`src/hw/rtl/rgbhsl_pkg.sv`:
```
// shared widths and types for the rgb to hsl pixel converter
package rgbhsl_pkg;

   // one color channel and the lightness field
   localparam int CHAN_W     = 8;
   // hue numerator and divisor (six times the channel spread, below 1536)
   localparam int HNUM_W     = 11;
   // hue and saturation result fields
   localparam int FIELD_W    = 17;
   // packed stream payloads
   localparam int IN_DATA_W  = 24;
   localparam int OUT_DATA_W = 48;
   localparam int PAD_W      = OUT_DATA_W - 2 * FIELD_W - CHAN_W;

   // which channel holds the maximum
   typedef enum logic [1:0] {
      SEL_RED,
      SEL_GREEN,
      SEL_BLUE
   } max_sel_type;

endpackage

```
`src/hw/rtl/rgb_to_hsl_pixel.sv`:
```
// rgb to hsl pixel converter: min/max, setup, then one quotient bit per stage
//
//  channel | direction | payload
//  req     | in        | tdata: red, green, blue; tlast: last pixel of the run
//  rsp     | out       | tdata: hue, saturation, lightness; tlast: copy of input tlast
//
// one pixel accepted per clock while the output is not stalled;
// depth is set by the two restoring dividers, one quotient bit per stage
// every stage carries a valid bit; empty stages fill while the output is stalled
// reset clears the valid bits only; the payload registers are not reset
module rgb_to_hsl_pixel #(
   parameter int FRAC_BITS = 16
) (
   input  logic                                clock,
   input  logic                                reset,
   input  logic                                req_tvalid,
   output logic                                req_tready,
   // red [7:0], green [15:8], blue [23:16]
   input  logic [rgbhsl_pkg::IN_DATA_W-1:0]    req_tdata,
   input  logic                                req_tlast,
   output logic                                rsp_tvalid,
   input  logic                                rsp_tready,
   // hue [16:0], saturation [33:17], lightness [41:34], zero [47:42]
   output logic [rgbhsl_pkg::OUT_DATA_W-1:0]   rsp_tdata,
   output logic                                rsp_tlast
);
   import rgbhsl_pkg::*;

   localparam int NDIV = FRAC_BITS + 1;
   localparam int LAST = NDIV + 1;
   localparam int NSTG = LAST + 1;

   // stage control
   logic [NSTG-1:0] valid_ff;
   logic [NSTG-1:0] valid_in;
   logic [NSTG-1:0] adv;

   // a stage loads when it is empty or its contents move on
   assign adv[LAST] = !valid_ff[LAST] || rsp_tready;
   for (genvar i = 0; i < LAST; i++) begin : g_adv
      assign adv[i] = !valid_ff[i] || adv[i+1];
   end

   assign valid_in[0] = adv[0] ? req_tvalid : valid_ff[0];
   for (genvar i = 1; i < NSTG; i++) begin : g_valid
      assign valid_in[i] = adv[i] ? valid_ff[i-1] : valid_ff[i];
   end

   always_ff @(posedge clock) begin
      if (reset) begin
         valid_ff <= '0;
      end else begin
         valid_ff <= valid_in;
      end
   end

   assign req_tready = adv[0];

   // stage 0: max, min and the channel that wins
   logic [CHAN_W-1:0] red_in, green_in, blue_in;
   logic [CHAN_W-1:0] mx_in, mn_in;
   max_sel_type       sel_in;
   logic [CHAN_W-1:0] red_ff, green_ff, blue_ff;
   logic [CHAN_W-1:0] mx_ff, mn_ff;
   max_sel_type       sel_ff;
   logic              last0_ff;

   assign red_in   = req_tdata[CHAN_W-1:0];
   assign green_in = req_tdata[2*CHAN_W-1:CHAN_W];
   assign blue_in  = req_tdata[3*CHAN_W-1:2*CHAN_W];

   always_comb begin
      mx_in = red_in;
      mn_in = red_in;
      if (green_in > mx_in) mx_in = green_in;
      if (blue_in > mx_in) mx_in = blue_in;
      if (green_in < mn_in) mn_in = green_in;
      if (blue_in < mn_in) mn_in = blue_in;
      // ties: red before green before blue
      if (red_in == mx_in) begin
         sel_in = SEL_RED;
      end else if (green_in == mx_in) begin
         sel_in = SEL_GREEN;
      end else begin
         sel_in = SEL_BLUE;
      end
   end

   always_ff @(posedge clock) begin
      if (adv[0]) begin
         red_ff   <= red_in;
         green_ff <= green_in;
         blue_ff  <= blue_in;
         mx_ff    <= mx_in;
         mn_ff    <= mn_in;
         sel_ff   <= sel_in;
         last0_ff <= req_tlast;
      end
   end

   // stage 1: spread, sum, dividends and divisors
   logic [CHAN_W-1:0] d_w;
   logic [CHAN_W:0]   sum_w;
   logic [HNUM_W-1:0] d11_w;
   logic [HNUM_W-1:0] hden_in, hnum_in;
   logic [CHAN_W-1:0] sden_in;
   logic [HNUM_W-1:0] hnum1_ff, hden1_ff;
   logic [CHAN_W-1:0] snum1_ff, sden1_ff, light1_ff;
   logic              zero1_ff, last1_ff;

   assign d_w     = mx_ff - mn_ff;
   assign sum_w   = {1'b0, mx_ff} + {1'b0, mn_ff};
   assign d11_w   = HNUM_W'(d_w);
   assign hden_in = (d11_w << 2) + (d11_w << 1);
   assign sden_in = (sum_w < (CHAN_W+1)'(255)) ? sum_w[CHAN_W-1:0]
                                              : CHAN_W'((CHAN_W+1)'(510) - sum_w);

   // hue numerator, always in [0, 6d) so modulo arithmetic is exact
   always_comb begin
      case (sel_ff)
         SEL_RED: begin
            if (green_ff >= blue_ff) begin
               hnum_in = HNUM_W'(green_ff) - HNUM_W'(blue_ff);
            end else begin
               hnum_in = hden_in - (HNUM_W'(blue_ff) - HNUM_W'(green_ff));
            end
         end
         SEL_GREEN: hnum_in = (d11_w << 1) + HNUM_W'(blue_ff) - HNUM_W'(red_ff);
         SEL_BLUE:  hnum_in = (d11_w << 2) + HNUM_W'(red_ff) - HNUM_W'(green_ff);
         default:   hnum_in = '0;
      endcase
   end

   always_ff @(posedge clock) begin
      if (adv[1]) begin
         hnum1_ff  <= hnum_in;
         hden1_ff  <= hden_in;
         snum1_ff  <= d_w;
         sden1_ff  <= sden_in;
         light1_ff <= sum_w[CHAN_W:1];
         zero1_ff  <= (d_w == '0);
         last1_ff  <= last0_ff;
      end
   end

   // divider stages, one quotient bit each for hue and saturation
   logic [HNUM_W-1:0] hrem_ff  [NDIV];
   logic [HNUM_W-1:0] hden_ff  [NDIV];
   logic [CHAN_W-1:0] srem_ff  [NDIV];
   logic [CHAN_W-1:0] sden_ff  [NDIV];
   logic [FRAC_BITS:0] hq_ff   [NDIV];
   logic [FRAC_BITS:0] sq_ff   [NDIV];
   logic [CHAN_W-1:0] light_ff [NDIV];
   logic              zero_ff  [NDIV];
   logic              last_ff  [NDIV];

   for (genvar k = 0; k < NDIV; k++) begin : g_div
      logic [HNUM_W:0]    hcand;
      logic [CHAN_W:0]    scand;
      logic [HNUM_W-1:0]  hden_src;
      logic [CHAN_W-1:0]  sden_src;
      logic [FRAC_BITS:0] hq_src, sq_src;
      logic [CHAN_W-1:0]  light_src;
      logic               zero_src, last_src;
      logic               hbit, sbit;
      logic [HNUM_W-1:0]  hrem_in;
      logic [CHAN_W-1:0]  srem_in;

      if (k == 0) begin : g_first
         // first bit compares the dividend itself
         assign hcand     = {1'b0, hnum1_ff};
         assign scand     = {1'b0, snum1_ff};
         assign hden_src  = hden1_ff;
         assign sden_src  = sden1_ff;
         assign hq_src    = '0;
         assign sq_src    = '0;
         assign light_src = light1_ff;
         assign zero_src  = zero1_ff;
         assign last_src  = last1_ff;
      end else begin : g_next
         // later bits shift the partial remainder up
         assign hcand     = {hrem_ff[k-1], 1'b0};
         assign scand     = {srem_ff[k-1], 1'b0};
         assign hden_src  = hden_ff[k-1];
         assign sden_src  = sden_ff[k-1];
         assign hq_src    = hq_ff[k-1];
         assign sq_src    = sq_ff[k-1];
         assign light_src = light_ff[k-1];
         assign zero_src  = zero_ff[k-1];
         assign last_src  = last_ff[k-1];
      end

      assign hbit    = hcand >= {1'b0, hden_src};
      assign sbit    = scand >= {1'b0, sden_src};
      assign hrem_in = hbit ? HNUM_W'(hcand - {1'b0, hden_src}) : hcand[HNUM_W-1:0];
      assign srem_in = sbit ? CHAN_W'(scand - {1'b0, sden_src}) : scand[CHAN_W-1:0];

      always_ff @(posedge clock) begin
         if (adv[k+2]) begin
            hrem_ff[k]  <= hrem_in;
            srem_ff[k]  <= srem_in;
            hden_ff[k]  <= hden_src;
            sden_ff[k]  <= sden_src;
            hq_ff[k]    <= {hq_src[FRAC_BITS-1:0], hbit};
            sq_ff[k]    <= {sq_src[FRAC_BITS-1:0], sbit};
            light_ff[k] <= light_src;
            zero_ff[k]  <= zero_src;
            last_ff[k]  <= last_src;
         end
      end
   end

   // result fields; a gray pixel gives zero hue and saturation
   logic [FIELD_W-1:0] hue_w, sat_w;

   assign hue_w = zero_ff[NDIV-1] ? '0 : FIELD_W'(hq_ff[NDIV-1]);
   assign sat_w = zero_ff[NDIV-1] ? '0 : FIELD_W'(sq_ff[NDIV-1]);

   assign rsp_tvalid = valid_ff[LAST];
   assign rsp_tdata  = {{PAD_W{1'b0}}, light_ff[NDIV-1], sat_w, hue_w};
   assign rsp_tlast  = last_ff[NDIV-1];

endmodule

```
`config.mk`:
```
export PLATFORM = sky130hd
export DESIGN_NAME = rgb_to_hsl_pixel
export DESIGN_NICKNAME = d
export VERILOG_FILES = /design/src/hw/rtl/rgbhsl_pkg.sv /design/src/hw/rtl/rgb_to_hsl_pixel.sv
export SDC_FILE = /design/constraint.sdc
export NUM_CORES = 2
export LEC_CHECK = 0
export BUFFER_PORTS_ARGS = -buffer_cell sky130_fd_sc_hd__buf_2
export CORE_UTILIZATION = 60
export DETAILED_ROUTE_END_ITERATION = 7
export GPL_ROUTABILITY_DRIVEN = 0
export PLACE_DENSITY = 0.79
export SYNTH_ARGS = -nofsm -noshare
export SYNTH_HDL_FRONTEND = slang
export SYNTH_SLANG_ARGS = --single-unit
```
`constraint.sdc`:
```
create_clock -name clock -period 20.7 [get_ports clock]
set_clock_uncertainty 0.15 [all_clocks]
set_input_delay 4.14 -clock clock [delete_from_list [all_inputs] [get_ports clock]]
set_output_delay 4.14 -clock clock [all_outputs]
set_load 0.05 [all_outputs]
```
==> out/results.txt <==
Mapped Area = 55200 sq um
Fmax = 0.0857 GHz
Fin nets = 4702
Initial antenna violation count = 0
Seq/Total Area, Yosys = 0.619
Die area = 93200 sq um
# clock sinks = 1144
Crit path required time = 16.41 ns
HP Start = sden_ff[0][78]
Avg WL per Cell = 17.5 microns
Adder-Cell Fraction of Synth Area = 0.109
XOR/XNOR share of the synthesized area = 0.0393
Hold Path Depth = 0
Pins over their slew limit = 0
Synth Area in Simple Gates = 0.0698
Final min period = 11.66 ns
Slowest-stage cell, CP = nor2b_1
Seq cells post-synth = 1144
Routed Antenna Nets = 0
Worst-Margin Slew = 1.17 ns
Synth Instances = 4054
Crit Reg-Reg Startpoint = mx_ff[0]
Starting Density = 0.609
Detail Placement HPWL = 68.8 mm
Critical path, cell by cell = buf_2, nor2b_1, nand4_4, nor3_2, and4_1, and3_1, and3_2, nand3_2, buf_4, buf_2
Core ar. = 90600 sq um
Number of buffers created by CTS = 111
CP Capture Type = primary output
1st-iter DRT viols = 2075
Largest net degree at the start of global routing = 76
Global-route wire length before repair = 157 mm
Port bufs = 73
Total Routing Usage GR = 0.209
Vias per Instance = 5.58
Relative slew slack = 0.219
CP Launch Type = primary input
Root buffer cell = clkbuf_16
Yosys warns = 0
Top delay family on crit path = simple AND/OR/NAND/NOR gates
Synth Area in Compound Gates = 0.0738
Vias post-DR = 30700
Row cnt = 110
Antenna Cells = 0
Final Util = 0.669
Drt first pass iters = 7
Clock buffer depth = 3
Grt met3 use = 0.0275
Die width = 305 microns
Cell mode on critical path = buf_2
Post-synthesis mux area share = 0.0494
Post-synth EDFFs = 1125
Post-CTS setup buffers = 0
Critical Setup Path Class = primary input to primary output
Netlist cell types = 85
# H-tree levels = 3
Final setup violation count = 0
Later-pin clock latency in the skew report = 0.72 ns
PnR worst setup slack = 9.04 ns
WL final = 96.1 mm
Flop-to-flop setup slack = 15.39 ns
Gr busiest metal = met2
GRT overflow = 0
Cts hold-fix bufs = 0
Share of layout cells above drive strength 1 = 0.117
Setup TNS = 0 ns
PostCTS Resize Cnt = 0
Met1 Use GR = 0.251
Fin. Hold Viols = 0
Pre-CTS WS = 9.09 ns
TritonCTS clock tree = done
Crit Reg-Reg Endpoint = hnum1_ff[10]
Clock transition at path regs = 0.06 ns
Syn avg cell area = 13.6 sq um
Die height = 305 microns
Most used DFF post-synth = edfxtp_1
RSZ-0062 raised after global routing = false
R2R depth = 19
Number of global-route vias before repair = 31400
Critical path's largest stage delay = 0.78 ns
Max-Cap Viols = 0
HP Class = flop to flop
Crit path buffers/inverters = 3
Largest family of logic cells by synthesized area = adder cells
Status = complete, no violations
Area growth syn-to-layout = 9.88%
I/O pins = 80
Tcrit/Tclk final = 0.564
Worst endpoint data arrival time = 7.37 ns
Number of remaining DRC errors = 0
Asr flop ratio synth = 0
Critical path fanouts, max = 45
Met2 Usage GRT = 0.385
End of the worst hold path = sden_ff[0][86]
metal layers:
metal	vias up	share of wire
met5	-	0
met4	0	0.027
met3	178	0.044
met2	639	0.52
met1	14900	0.41
li1	14900	-
sequential cells by signal, indices dropped and copies added (netlist names), 19 cells and up:
name	count
valid_ff	19
hden_ff	160
sden_ff	112
sq_ff	153
srem_ff	128
light_ff	136
hq_ff	153
hrem_ff	161
worst max path at each step:
stage | from | end | cells after the start
final | rsp_tready | req_tready | 10
after global routing | rsp_tready | req_tready | 10
after CTS | rsp_tready | req_tready | 10
after detailed placement | rsp_tready | req_tready | 10
after global placement | rsp_tready | req_tready | 10
after floorplan | rsp_tready | req_tready | 8
stage by stage:
stage,instance area (sq um),cells,hold WS [ns]
final,60600,5491,0.252
after floorplan,55200,4059,0.250
after global placement,57000,5287,0.251
after global routing,60600,5491,0.269
after CTS,60600,5491,0.255
after detailed placement,57000,5287,0.255
synthesized netlist by cell type, drive strengths merged, types with 16 or more instances:
library cell	number	area, sq um
edfxtp	1125	33800
inv	520	1950
ha	396	4950
nor2	318	1230
mux2	179	2020
xnor2	166	1480
o21ai	165	826
a21oi	158	821
nor2b	128	801
a21o	82	616
nand2	80	300
xor2	76	666
mux2i	71	711
nand4	56	357
fa	53	1060
o21a	47	353
nor3	46	235
nand2b	45	282
nand3	39	213
o22ai	28	175
a21boi	27	203
clkbuf	26	97.6
a221oi	19	173
dfxtp	19	380
buf	16	98.8
or3	16	100
placed cells by master (no fill, tap or decap), drive strengths merged, types with 6 or more instances in the layout:
| cell type | Yosys | layout |
|---|---|---|
| o21a | 47 | 47 |
| clkinv | 0 | 55 |
| nor3 | 46 | 46 |
| fa | 53 | 53 |
| nand2b | 45 | 45 |
| or3 | 16 | 16 |
| nor4 | 6 | 6 |
| inv | 520 | 526 |
| mux2 | 179 | 179 |
| a21boi | 27 | 27 |
| o211ai | 8 | 8 |
| clkbuf | 26 | 130 |
| nor2b | 128 | 128 |
| o31ai | 8 | 8 |
| a211oi | 15 | 15 |
| mux2i | 71 | 71 |
| edfxtp | 1125 | 1125 |
| o22ai | 28 | 28 |
| nand4 | 56 | 56 |
| o21ai | 165 | 165 |
| xnor2 | 166 | 166 |
| o211a | 15 | 15 |
| a21o | 82 | 82 |
| xor2 | 76 | 76 |
| ha | 396 | 396 |
| o21ba | 9 | 9 |
| buf | 16 | 94 |
| nand3 | 39 | 39 |
| bufinv | 0 | 9 |
| conb | 1 | 6 |
| or2 | 11 | 11 |
| and3 | 6 | 6 |
| o21bai | 6 | 6 |
| nor2 | 318 | 318 |
| nand2 | 80 | 80 |
| a211o | 14 | 14 |
| dfxtp | 19 | 19 |
| a221oi | 19 | 19 |
| a31oi | 7 | 7 |
| a21oi | 158 | 158 |
cell families (layout without fill, tap and decap cells):
family / Yosys count / in the layout
AOI/OAI and AO/OA: 629 / 629
xor gates and xnor gates: 243 / 243
muxes: 250 / 250
other: 1 / 6
and+or+nand+nor: 774 / 774
DFF: 1144 / 1144
adders and majority gates: 451 / 451
buffers and inverters: 562 / 818
area by class of cell:
type	count	area, sq um
Inverter	520	1950
Sequential cell	1144	34200
Clock buffer	130	2850
Fill cell	6200	29900
Tap cell	1176	1470
Multi-Input combinational cell	2353	18900
Clock inverter	74	722
Timing Repair Buffer	94	523
Power is not shown: default switching activity piles up to over one toggle a cycle in this logic, so the estimate is an artifact.
